**src/design/sssf_pkg.sv**
```systemverilog
// Shared types, codes and constants for the sensor sample scheduler and framer.
// Used by every module in this folder; no dependencies of its own.
`default_nettype none

package sssf_pkg;

    localparam int BASE_RATE        = 200000;
    localparam int DEFAULT_FREQ     = 600;
    localparam int FRAME_LENGTH_DEF = 21;
    localparam int HEADER_LEN       = 3;

    localparam logic [15:0] RELOAD_RESET   = 16'(BASE_RATE / (2 * DEFAULT_FREQ));
    localparam logic [7:0]  TEMP_RATE_RESET = 8'd25;
    localparam logic [7:0]  PRES_RATE_RESET = 8'd20;

    localparam logic [7:0] SYNC_BYTE0     = 8'h85;
    localparam logic [7:0] SYNC_BYTE1     = 8'h75;
    localparam logic [7:0] KIND_TEMP_CODE = 8'h10;
    localparam logic [7:0] KIND_PRES_CODE = 8'h20;
    localparam logic [7:0] TEMP_CHANNEL   = 8'd3;

    typedef enum logic {
        OP_TICK     = 1'b0,
        OP_PRESSURE = 1'b1
    } op_t;

    typedef enum logic [1:0] {
        REG_TICK_RELOAD = 2'd0,
        REG_TEMP_RATE   = 2'd1,
        REG_PRES_RATE   = 2'd2
    } reg_idx_t;

    typedef enum logic {
        KIND_TEMP = 1'b0,
        KIND_PRES = 1'b1
    } kind_t;

    typedef struct packed {
        logic full;
        logic nonempty;
    } q_stat_t;

    function automatic logic [7:0] kind_code(input logic kind);
        return (kind == KIND_PRES) ? KIND_PRES_CODE : KIND_TEMP_CODE;
    endfunction

endpackage

`default_nettype wire

```
**src/design/sssf_front.sv**
```systemverilog
// Front end: config registers, tick divider, rate counters and frame fill.
// Depends on sssf_pkg; pushes completed payloads into sssf_queue.
`default_nettype none

module sssf_front
    import sssf_pkg::*;
#(
    parameter int FRAME_LENGTH = FRAME_LENGTH_DEF
) (
    input  wire logic                                   clk,
    input  wire logic                                   rst_n,
    input  wire logic                                   cfg_we,
    input  wire logic [1:0]                             cfg_index,
    input  wire logic [15:0]                            cfg_data,
    input  wire logic                                   accept,
    input  wire logic                                   operation,
    input  wire logic [7:0]                             channel,
    input  wire logic [15:0]                            temperature_sample,
    input  wire logic [23:0]                            pressure_sample,
    output logic                                        push,
    output logic                                        push_kind,
    output logic [(FRAME_LENGTH-HEADER_LEN)*8-1:0]      push_payload
);

    localparam int PAY_W  = (FRAME_LENGTH - HEADER_LEN) * 8;
    localparam int FILL_W = $clog2(FRAME_LENGTH + 3);

    logic [15:0]       tick_reload_reg;
    logic [7:0]        temp_rate_reg;
    logic [7:0]        pres_rate_reg;
    logic [15:0]       divider_reg;
    logic [15:0]       divider_next;
    logic [7:0]        temp_tick_reg;
    logic [7:0]        temp_tick_next;
    logic [7:0]        pres_tick_reg;
    logic [7:0]        pres_tick_next;
    logic [FILL_W-1:0] temp_fill_reg;
    logic [FILL_W-1:0] temp_fill_next;
    logic [FILL_W-1:0] pres_fill_reg;
    logic [FILL_W-1:0] pres_fill_next;
    logic [PAY_W-1:0]  temp_pay_reg;
    logic [PAY_W-1:0]  temp_pay_next;
    logic [PAY_W-1:0]  pres_pay_reg;
    logic [PAY_W-1:0]  pres_pay_next;

    logic [15:0]       div_dec;
    logic              tick_fire;
    logic [7:0]        temp_inc;
    logic [7:0]        pres_inc;
    logic              temp_cap;
    logic              pres_cap;
    logic [FILL_W-1:0] sel_fill;
    logic [PAY_W-1:0]  sel_pay;
    logic [23:0]       sel_data;
    logic [1:0]        nbytes;
    logic [1:0]        nwrite;
    logic [FILL_W-1:0] room;
    logic [FILL_W-1:0] fill_sum;
    logic              frame_full;
    logic [FILL_W-1:0] fill_after;
    logic [PAY_W-1:0]  pay_after;

    always_ff @(posedge clk or negedge rst_n)
    begin
        if (!rst_n)
        begin
            tick_reload_reg <= RELOAD_RESET;
            temp_rate_reg   <= TEMP_RATE_RESET;
            pres_rate_reg   <= PRES_RATE_RESET;
        end
        else if (cfg_we)
        begin
            case (cfg_index)
                REG_TICK_RELOAD: tick_reload_reg <= cfg_data;
                REG_TEMP_RATE:   temp_rate_reg   <= cfg_data[7:0];
                REG_PRES_RATE:   pres_rate_reg   <= cfg_data[7:0];
                default:         ;
            endcase
        end
    end

    assign div_dec   = divider_reg - 16'd1;
    assign tick_fire = (operation == OP_TICK) && (div_dec == 16'd0);
    assign temp_inc  = temp_tick_reg + 8'd1;
    assign pres_inc  = pres_tick_reg + 8'd1;
    assign temp_cap  = tick_fire && (temp_inc > temp_rate_reg) && (channel == TEMP_CHANNEL);
    assign pres_cap  = (operation == OP_PRESSURE)
                    || (tick_fire && (pres_inc > pres_rate_reg) && (channel < TEMP_CHANNEL));

    assign sel_fill = temp_cap ? temp_fill_reg : pres_fill_reg;
    assign sel_pay  = temp_cap ? temp_pay_reg : pres_pay_reg;
    assign sel_data = temp_cap ? {temperature_sample, 8'h00} : pressure_sample;
    assign nbytes   = temp_cap ? 2'd2 : 2'd3;
    assign room     = FILL_W'(FRAME_LENGTH) - sel_fill;
    assign nwrite   = (room < FILL_W'(nbytes)) ? room[1:0] : nbytes;
    assign fill_sum = sel_fill + FILL_W'(nbytes);
    assign frame_full = fill_sum >= FILL_W'(FRAME_LENGTH);
    assign fill_after = frame_full ? FILL_W'(HEADER_LEN) : fill_sum;

    // bytes beyond the frame end are dropped
    always_comb
    begin
        logic [PAY_W-1:0] acc;
        acc = sel_pay;
        for (int i = 0; i < 3; i++)
        begin
            if (2'(i) < nwrite)
                acc = {acc[PAY_W-9:0], sel_data[23-8*i -: 8]};
        end
        pay_after = acc;
    end

    always_comb
    begin
        divider_next   = divider_reg;
        temp_tick_next = temp_tick_reg;
        pres_tick_next = pres_tick_reg;
        temp_fill_next = temp_fill_reg;
        pres_fill_next = pres_fill_reg;
        temp_pay_next  = temp_pay_reg;
        pres_pay_next  = pres_pay_reg;
        if (accept)
        begin
            if (operation == OP_TICK)
            begin
                divider_next = div_dec;
                if (tick_fire)
                begin
                    divider_next   = tick_reload_reg;
                    temp_tick_next = temp_cap ? 8'd0 : temp_inc;
                    pres_tick_next = pres_cap ? 8'd0 : pres_inc;
                end
            end
            if (temp_cap)
            begin
                temp_fill_next = fill_after;
                temp_pay_next  = pay_after;
            end
            else if (pres_cap)
            begin
                pres_fill_next = fill_after;
                pres_pay_next  = pay_after;
            end
        end
    end

    always_ff @(posedge clk or negedge rst_n)
    begin
        if (!rst_n)
        begin
            divider_reg   <= RELOAD_RESET;
            temp_tick_reg <= 8'd0;
            pres_tick_reg <= 8'd0;
            temp_fill_reg <= FILL_W'(HEADER_LEN);
            pres_fill_reg <= FILL_W'(HEADER_LEN);
        end
        else
        begin
            divider_reg   <= divider_next;
            temp_tick_reg <= temp_tick_next;
            pres_tick_reg <= pres_tick_next;
            temp_fill_reg <= temp_fill_next;
            pres_fill_reg <= pres_fill_next;
        end
    end

    always_ff @(posedge clk)
    begin
        temp_pay_reg <= temp_pay_next;
        pres_pay_reg <= pres_pay_next;
    end

    assign push         = accept && (temp_cap || pres_cap) && frame_full;
    assign push_kind    = temp_cap ? KIND_TEMP : KIND_PRES;
    assign push_payload = pay_after;

    a_temp_fill_range: assert property (@(posedge clk) disable iff (!rst_n)
        (temp_fill_reg >= FILL_W'(HEADER_LEN)) && (temp_fill_reg < FILL_W'(FRAME_LENGTH)))
        else $error("temperature fill out of range");

    a_pres_fill_range: assert property (@(posedge clk) disable iff (!rst_n)
        (pres_fill_reg >= FILL_W'(HEADER_LEN)) && (pres_fill_reg < FILL_W'(FRAME_LENGTH)))
        else $error("pressure fill out of range");

endmodule

`default_nettype wire

```
**src/design/sssf_queue.sv**
```systemverilog
// Two-entry queue of completed frames between front end and serializer.
// Depends on sssf_pkg.
`default_nettype none

module sssf_queue
    import sssf_pkg::*;
#(
    parameter int FRAME_LENGTH = FRAME_LENGTH_DEF
) (
    input  wire logic                                   clk,
    input  wire logic                                   rst_n,
    input  wire logic                                   push,
    input  wire logic                                   push_kind,
    input  wire logic [(FRAME_LENGTH-HEADER_LEN)*8-1:0] push_payload,
    input  wire logic                                   pop,
    output logic                                        head_kind,
    output logic [(FRAME_LENGTH-HEADER_LEN)*8-1:0]      head_payload,
    output q_stat_t                                     status
);

    localparam int PAY_W = (FRAME_LENGTH - HEADER_LEN) * 8;

    logic             kind_mem [2];
    logic [PAY_W-1:0] pay_mem  [2];
    logic             wr_ptr_reg;
    logic             rd_ptr_reg;
    logic [1:0]       count_reg;
    logic [1:0]       count_next;

    always_ff @(posedge clk)
    begin
        if (push)
        begin
            kind_mem[wr_ptr_reg] <= push_kind;
            pay_mem[wr_ptr_reg]  <= push_payload;
        end
    end

    always_comb
    begin
        count_next = count_reg;
        if (push && !pop)
            count_next = count_reg + 2'd1;
        else if (pop && !push)
            count_next = count_reg - 2'd1;
    end

    always_ff @(posedge clk or negedge rst_n)
    begin
        if (!rst_n)
        begin
            wr_ptr_reg <= 1'b0;
            rd_ptr_reg <= 1'b0;
            count_reg  <= 2'd0;
        end
        else
        begin
            if (push)
                wr_ptr_reg <= ~wr_ptr_reg;
            if (pop)
                rd_ptr_reg <= ~rd_ptr_reg;
            count_reg <= count_next;
        end
    end

    assign head_kind       = kind_mem[rd_ptr_reg];
    assign head_payload    = pay_mem[rd_ptr_reg];
    assign status.full     = count_reg == 2'd2;
    assign status.nonempty = count_reg != 2'd0;

    a_no_overflow: assert property (@(posedge clk) disable iff (!rst_n)
        push |-> (count_reg != 2'd2))
        else $error("frame queue overflow");

    a_no_underflow: assert property (@(posedge clk) disable iff (!rst_n)
        pop |-> (count_reg != 2'd0))
        else $error("frame queue underflow");

endmodule

`default_nettype wire

```
**src/design/sssf_back.sv**
```systemverilog
// Back end: takes frames from the queue and sends them byte by byte.
// Depends on sssf_pkg; output register decouples the receiver.
`default_nettype none

module sssf_back
    import sssf_pkg::*;
#(
    parameter int FRAME_LENGTH = FRAME_LENGTH_DEF
) (
    input  wire logic                                   clk,
    input  wire logic                                   rst_n,
    input  wire q_stat_t                                q_status,
    input  wire logic                                   head_kind,
    input  wire logic [(FRAME_LENGTH-HEADER_LEN)*8-1:0] head_payload,
    output logic                                        pop,
    output logic                                        out_valid,
    input  wire logic                                   out_stall,
    output logic [7:0]                                  frame_byte,
    output logic                                        frame_kind,
    output logic                                        frame_last
);

    localparam int PAY_W = (FRAME_LENGTH - HEADER_LEN) * 8;
    localparam int CNT_W = $clog2(FRAME_LENGTH);
    localparam logic [CNT_W-1:0] LAST_IDX = CNT_W'(FRAME_LENGTH - 1);

    typedef enum logic [1:0] {
        BK_IDLE = 2'b01,
        BK_SEND = 2'b10
    } bk_state_t;

    bk_state_t        state_reg;
    bk_state_t        state_next;
    logic [CNT_W-1:0] cnt_reg;
    logic [CNT_W-1:0] cnt_next;
    logic             kind_reg;
    logic             kind_next;
    logic [PAY_W-1:0] pay_reg;
    logic [PAY_W-1:0] pay_next;
    logic             out_valid_reg;
    logic             out_valid_next;
    logic [7:0]       out_byte_reg;
    logic [7:0]       out_byte_next;
    logic             out_kind_reg;
    logic             out_kind_next;
    logic             out_last_reg;
    logic             out_last_next;
    logic             slot_free;
    logic [7:0]       cur_byte;

    assign slot_free = !out_valid_reg || !out_stall;

    always_comb
    begin
        if (cnt_reg == CNT_W'(0))
            cur_byte = SYNC_BYTE0;
        else if (cnt_reg == CNT_W'(1))
            cur_byte = SYNC_BYTE1;
        else if (cnt_reg == CNT_W'(2))
            cur_byte = kind_code(kind_reg);
        else
            cur_byte = pay_reg[PAY_W-1 -: 8];
    end

    always_comb
    begin
        state_next     = state_reg;
        cnt_next       = cnt_reg;
        kind_next      = kind_reg;
        pay_next       = pay_reg;
        out_valid_next = out_valid_reg;
        out_byte_next  = out_byte_reg;
        out_kind_next  = out_kind_reg;
        out_last_next  = out_last_reg;
        pop            = 1'b0;
        if (slot_free)
            out_valid_next = 1'b0;
        case (state_reg)
            BK_IDLE:
            begin
                if (q_status.nonempty)
                begin
                    pop        = 1'b1;
                    kind_next  = head_kind;
                    pay_next   = head_payload;
                    cnt_next   = '0;
                    state_next = BK_SEND;
                end
            end
            BK_SEND:
            begin
                if (slot_free)
                begin
                    out_valid_next = 1'b1;
                    out_byte_next  = cur_byte;
                    out_kind_next  = kind_reg;
                    out_last_next  = cnt_reg == LAST_IDX;
                    cnt_next       = cnt_reg + CNT_W'(1);
                    if (cnt_reg >= CNT_W'(HEADER_LEN))
                        pay_next = {pay_reg[PAY_W-9:0], 8'h00};
                    if (cnt_reg == LAST_IDX)
                        state_next = BK_IDLE;
                end
            end
            default:
            begin
                state_next = BK_IDLE;
            end
        endcase
    end

    always_ff @(posedge clk or negedge rst_n)
    begin
        if (!rst_n)
        begin
            state_reg     <= BK_IDLE;
            cnt_reg       <= '0;
            out_valid_reg <= 1'b0;
        end
        else
        begin
            state_reg     <= state_next;
            cnt_reg       <= cnt_next;
            out_valid_reg <= out_valid_next;
        end
    end

    always_ff @(posedge clk)
    begin
        kind_reg     <= kind_next;
        pay_reg      <= pay_next;
        out_byte_reg <= out_byte_next;
        out_kind_reg <= out_kind_next;
        out_last_reg <= out_last_next;
    end

    assign out_valid  = out_valid_reg;
    assign frame_byte = out_byte_reg;
    assign frame_kind = out_kind_reg;
    assign frame_last = out_last_reg;

    a_cnt_range: assert property (@(posedge clk) disable iff (!rst_n)
        (state_reg == BK_SEND) |-> (cnt_reg <= LAST_IDX))
        else $error("byte index past frame end");

    a_pop_only_idle: assert property (@(posedge clk) disable iff (!rst_n)
        pop |=> (state_reg == BK_SEND) && (cnt_reg == CNT_W'(0)))
        else $error("frame load did not start a new frame");

endmodule

`default_nettype wire

```
**src/design/sensor_sample_scheduler_framer.sv**
```systemverilog
// Sensor sample scheduler and framer, top level.
// Depends on sssf_pkg, sssf_front, sssf_queue and sssf_back.
//
// Input channel (in_valid/in_stall): one item per cycle while not stalled,
// either a raw timer tick or a pressure-ready event with the current
// channel and fresh samples. The front end handles each item in the cycle
// it is accepted; when an item completes a frame, the frame is pushed into
// a two-entry frame queue; in_stall is high only while it holds two frames.
// Output channel (out_valid/out_stall): each frame leaves as FRAME_LENGTH
// items, one byte per cycle while the receiver does not stall, from a
// registered output stage; frame_last marks the final byte. A completed
// frame goes from the queue into the serializer and then the output
// register; after a frame's last byte the serializer returns to idle first.
// A stalled receiver holds the output byte; the queue then fills and stalls
// the input side.
// Configuration writes (cfg_we, cfg_index, cfg_data) take effect at once;
// a new tick_reload is used at the next divider reload.
// Reset restores register defaults, clears counters and fill levels and
// empties the queue; no clearing pass is needed.
`default_nettype none

module sensor_sample_scheduler_framer
    import sssf_pkg::*;
#(
    parameter int FRAME_LENGTH = FRAME_LENGTH_DEF
) (
    input  wire logic        clk,
    input  wire logic        rst_n,
    input  wire logic        cfg_we,
    input  wire logic [1:0]  cfg_index,
    input  wire logic [15:0] cfg_data,
    input  wire logic        in_valid,
    output logic             in_stall,
    input  wire logic        operation,
    input  wire logic [7:0]  channel,
    input  wire logic [15:0] temperature_sample,
    input  wire logic [23:0] pressure_sample,
    output logic             out_valid,
    input  wire logic        out_stall,
    output logic [7:0]       frame_byte,
    output logic             frame_kind,
    output logic             frame_last
);

    localparam int PAY_W = (FRAME_LENGTH - HEADER_LEN) * 8;

    logic             accept;
    logic             push;
    logic             push_kind;
    logic [PAY_W-1:0] push_payload;
    logic             pop;
    logic             head_kind;
    logic [PAY_W-1:0] head_payload;
    q_stat_t          q_status;

    assign in_stall = q_status.full;
    assign accept   = in_valid && !in_stall;

    sssf_front #(
        .FRAME_LENGTH (FRAME_LENGTH)
    ) u_front (
        .clk                (clk),
        .rst_n              (rst_n),
        .cfg_we             (cfg_we),
        .cfg_index          (cfg_index),
        .cfg_data           (cfg_data),
        .accept             (accept),
        .operation          (operation),
        .channel            (channel),
        .temperature_sample (temperature_sample),
        .pressure_sample    (pressure_sample),
        .push               (push),
        .push_kind          (push_kind),
        .push_payload       (push_payload)
    );

    sssf_queue #(
        .FRAME_LENGTH (FRAME_LENGTH)
    ) u_queue (
        .clk          (clk),
        .rst_n        (rst_n),
        .push         (push),
        .push_kind    (push_kind),
        .push_payload (push_payload),
        .pop          (pop),
        .head_kind    (head_kind),
        .head_payload (head_payload),
        .status       (q_status)
    );

    sssf_back #(
        .FRAME_LENGTH (FRAME_LENGTH)
    ) u_back (
        .clk          (clk),
        .rst_n        (rst_n),
        .q_status     (q_status),
        .head_kind    (head_kind),
        .head_payload (head_payload),
        .pop          (pop),
        .out_valid    (out_valid),
        .out_stall    (out_stall),
        .frame_byte   (frame_byte),
        .frame_kind   (frame_kind),
        .frame_last   (frame_last)
    );

endmodule

`default_nettype wire
```
**config.mk**
```make
export PLATFORM = sky130hd
export DESIGN_NAME = sensor_sample_scheduler_framer
export DESIGN_NICKNAME = d
export VERILOG_FILES = /design/src/design/sssf_pkg.sv /design/src/design/sssf_front.sv /design/src/design/sssf_queue.sv /design/src/design/sssf_back.sv /design/src/design/sensor_sample_scheduler_framer.sv
export SDC_FILE = /design/constraint.sdc
export NUM_CORES = 1
export LEC_CHECK = 0
export ABC_AREA = 1
export BUFFER_PORTS_ARGS = -buffer_cell sky130_fd_sc_hd__buf_2
export CORE_ASPECT_RATIO = 1.25
export CORE_MARGIN = 1
export CORE_UTILIZATION = 65
export CTS_BUF_LIST = sky130_fd_sc_hd__clkbuf_8
export CTS_CLUSTER_SIZE = 14
export DETAILED_ROUTE_END_ITERATION = 8
export PLACE_DENSITY = 0.82
export SLEW_MARGIN = 5
export SYNTH_ARGS = -nofsm -noshare
export SYNTH_HDL_FRONTEND = slang
export SYNTH_SLANG_ARGS = --single-unit
```
**constraint.sdc**
```tcl
create_clock -name clk -period 20.9 [get_ports clk]
set_clock_uncertainty 0.15 [all_clocks]
set_input_delay 3.135 -clock clk [delete_from_list [all_inputs] [get_ports clk]]
set_output_delay 3.135 -clock clk [all_outputs]
set_load 0.01 [all_outputs]
```
==> results.json <==
{
  "status": "finished clean",
  "ys_types": 48,
  "cts_resized": 0,
  "async_flop_share_pct": 10.5,
  "vias": 27100,
  "htreeDepth": 3,
  "synth-edff-count": 733,
  "seq_area_um2": 24200,
  "firstDrtPassIters": 8,
  "areaGrowthSynthToFinish_pct": 8.70,
  "place_inst": 4124,
  "syn_avg_cell_area_um2": 10.5,
  "clk_pin_slew_ns": 0.06,
  "rows": 96,
  "startpoint_type": "input port",
  "final_cell_mix": "1,020 x nand2_1, 733 x edfxtp_1, 313 x a21oi_1",
  "io_pins": 84,
  "wl_per_cell_um": 21.5,
  "die_h_um": 266,
  "grt_max_degree": 146,
  "start_util_pct": 65.9,
  "core_area_um2": 54900,
  "period_needed_ns": 9.40,
  "layout_commonest_cell": "nand2_1",
  "setup_violations": 0,
  "ctsHoldBuffers": 0,
  "netlist_instances": 3454,
  "hold_class": "reg2reg",
  "grt_pass1_vias": 27100,
  "cts_tree": "done",
  "drc_errors": 0,
  "cts_buffer_depth": 3,
  "fin_area_um2": 39300,
  "final_cells": 4335,
  "cp-end-kind": "flop",
  "clk_latency_ns": 0.76,
  "largest_reg_flops": 288,
  "p_per_area_nw_per_um2": 127,
  "worst-path-max-fanout": 145,
  "drv_slew": 0,
  "synth_nets": 3555,
  "synth.ff_latch_count": 819,
  "post_drt_via_cell_ratio": 6.24,
  "regMostFlops": "u_queue.pay_mem",
  "cts_sinks": 819,
  "critPathRequiredTime_ns": 21.08,
  "io_buffers": 83,
  "die_area_um2": 56600,
  "cts_buffers": 118,
  "fin_tns_setup_ns": 0,
  "synth-warning-count": 0,
  "power_leakage_nw": 15.6,
  "fmax_ghz": 0.106,
  "final_hold_viol_count": 0,
  "worst_pin_slew_ns": 1.18,
  "final_antenna_net_count": 0,
  "peakVddDrop_mv": 0.119,
  "post_cts_buffers": 0,
  "place_hpwl_mm": 53.1,
  "rsz0062_at_grt": "false",
  "drive_gt1_share_pct": 9.42,
  "syn_area_um2": 36200,
  "antenna_found_initial": 7,
  "wirelength_mm": 93.1,
  "cts_root_buf": "clkbuf_8",
  "cap_violations": 0,
  "cp.arrival_ns": 9.57,
  "overflow": 0,
  "dpl_cell_area_um2": 37100,
  "grtUsageTotal_pct": 33.3,
  "die_w_um": 213,
  "slew_headroom_pct": 21.1,
  "synth-seq-area-share_pct": 66.8,
  "drt_iter0_drc": 3995,
  "period_share_pct": 45.0,
  "synthFlopType": "edfxtp_1",
  "place.gp.congestion": 0.967,
  "fill_cells": 3729,
  "multi_input_area_um2": 10500,
  "final_nets": 3610,
  "grt_pass1_wl_mm": 144,
  "path_class": "in2reg"
}
cells in the mapped netlist, types with 30 or more instances:
cell type,instances,area share [%]
nand3_1,141,2.0
edfxtp_1,733,61
dfrtp_1,68,4.7
nor2_1,301,3.1
nand4_1,39,0.67
o21ai_1,30,0.41
inv_1,207,2.1
a21oi_1,313,4.3
o21ai_0,157,2.2
clkbuf_1,118,1.2
o22ai_1,78,1.3
nand2_1,1020,11
kinds of logic (layout without fill, tap and decap cells):
| kind of cell | Yosys count | after routing | share of synthesized area [%] |
|---|---|---|---|
| AND/OR/NAND/NOR | 1560 | 1560 | 17.6 |
| flip-flops | 819 | 819 | 66.8 |
| AO/OA/AOI/OAI | 599 | 599 | 8.70 |
| buffers and inverters | 394 | 538 | 4.46 |
| multiplexers | 37 | 37 | 1.05 |
| adder cells (fa/ha/maj) | 29 | 29 | 1.00 |
| XOR/XNOR | 16 | 16 | 0.387 |
| other | 0 | 2 | 0 |
cell type report:
cell class	count	share of cell area (%)
Sequential cell	819	61.5
Timing Repair Buffer	113	1.70
Antenna cell	2	0.0127
Multi-Input combinational cell	2241	26.6
Clock inverter	82	1.29
Tap cell	735	2.34
Inverter	216	2.10
Clock buffer	127	4.44
worst max-delay path, stage by stage:
cell	delay, ns
buf_2	0.11
nor2_1	0.11
nand2_1	0.06
nor2_1	0.11
nand2_1	0.07
nor2_1	0.09
nand3_1	0.08
nor2_2	0.21
and2_1	0.58
nand4_1	0.17
nand2_1	0.19
inv_1	0.11
nor2_4	0.12
buf_12	0.52
inv_1	0.37
a21oi_1	0.38
inv_1	0.17
nor2_4	0.64
buf_4	0.85
buf_4	0.94
power breakdown:
group	internal [mW]	switching [mW]	leakage [nW]
Sequential	2.33	0.105	7.73
Clock	0.631	0.599	1.26
Combinational	0.324	1.02	6.60
Total	3.29	1.73	15.6
per-stage QoR:
| stage | worst slack [ns] | hold slack (ns) | power, mW | utilization, % |
|---|---|---|---|---|
| finish | 11.50 | 0.344 | 5.01 | 71.7 |
| global route | 11.38 | 0.352 | 5.22 | 71.7 |
| CTS | 11.84 | 0.344 | 4.98 | 71.6 |
| detailed placement | 11.11 | 0.326 | 3.77 | 67.5 |
| global placement | 11.23 | 0.324 | 3.70 | 67.5 |
| floorplan | 2.76 | 0.277 | 3.40 | - |
per-layer routing:
metal / up-vias / GRT usage [%] / wire length (um)
met4: 6 / 18.4 / 4260
met2: 1961 / 55.1 / 45300
met1: 12800 / 41.1 / 33300
met3: 351 / 6.52 / 10200
met5: - / 0 / 35
li1: 12000 / - / -
final timing paths:
path	slack, ns	to	depth (start not counted)	from
max reg2reg	12.57	u_queue.pay_mem[0][34]	29	u_front.temp_tick_reg[0]
min	0.34	u_front.pres_rate_reg[4]	2	u_front.pres_rate_reg[4]
min reg2reg	0.34	u_front.pres_rate_reg[4]	2	u_front.pres_rate_reg[4]
max in group asynchronous	17.25	u_queue.rd_ptr_reg	2	rst_n
max	11.50	u_queue.pay_mem[1][108]	20	operation
min in group asynchronous	2.07	u_front.divider_reg[11]	1	rst_n
Power figures use the tool's default switching activity.
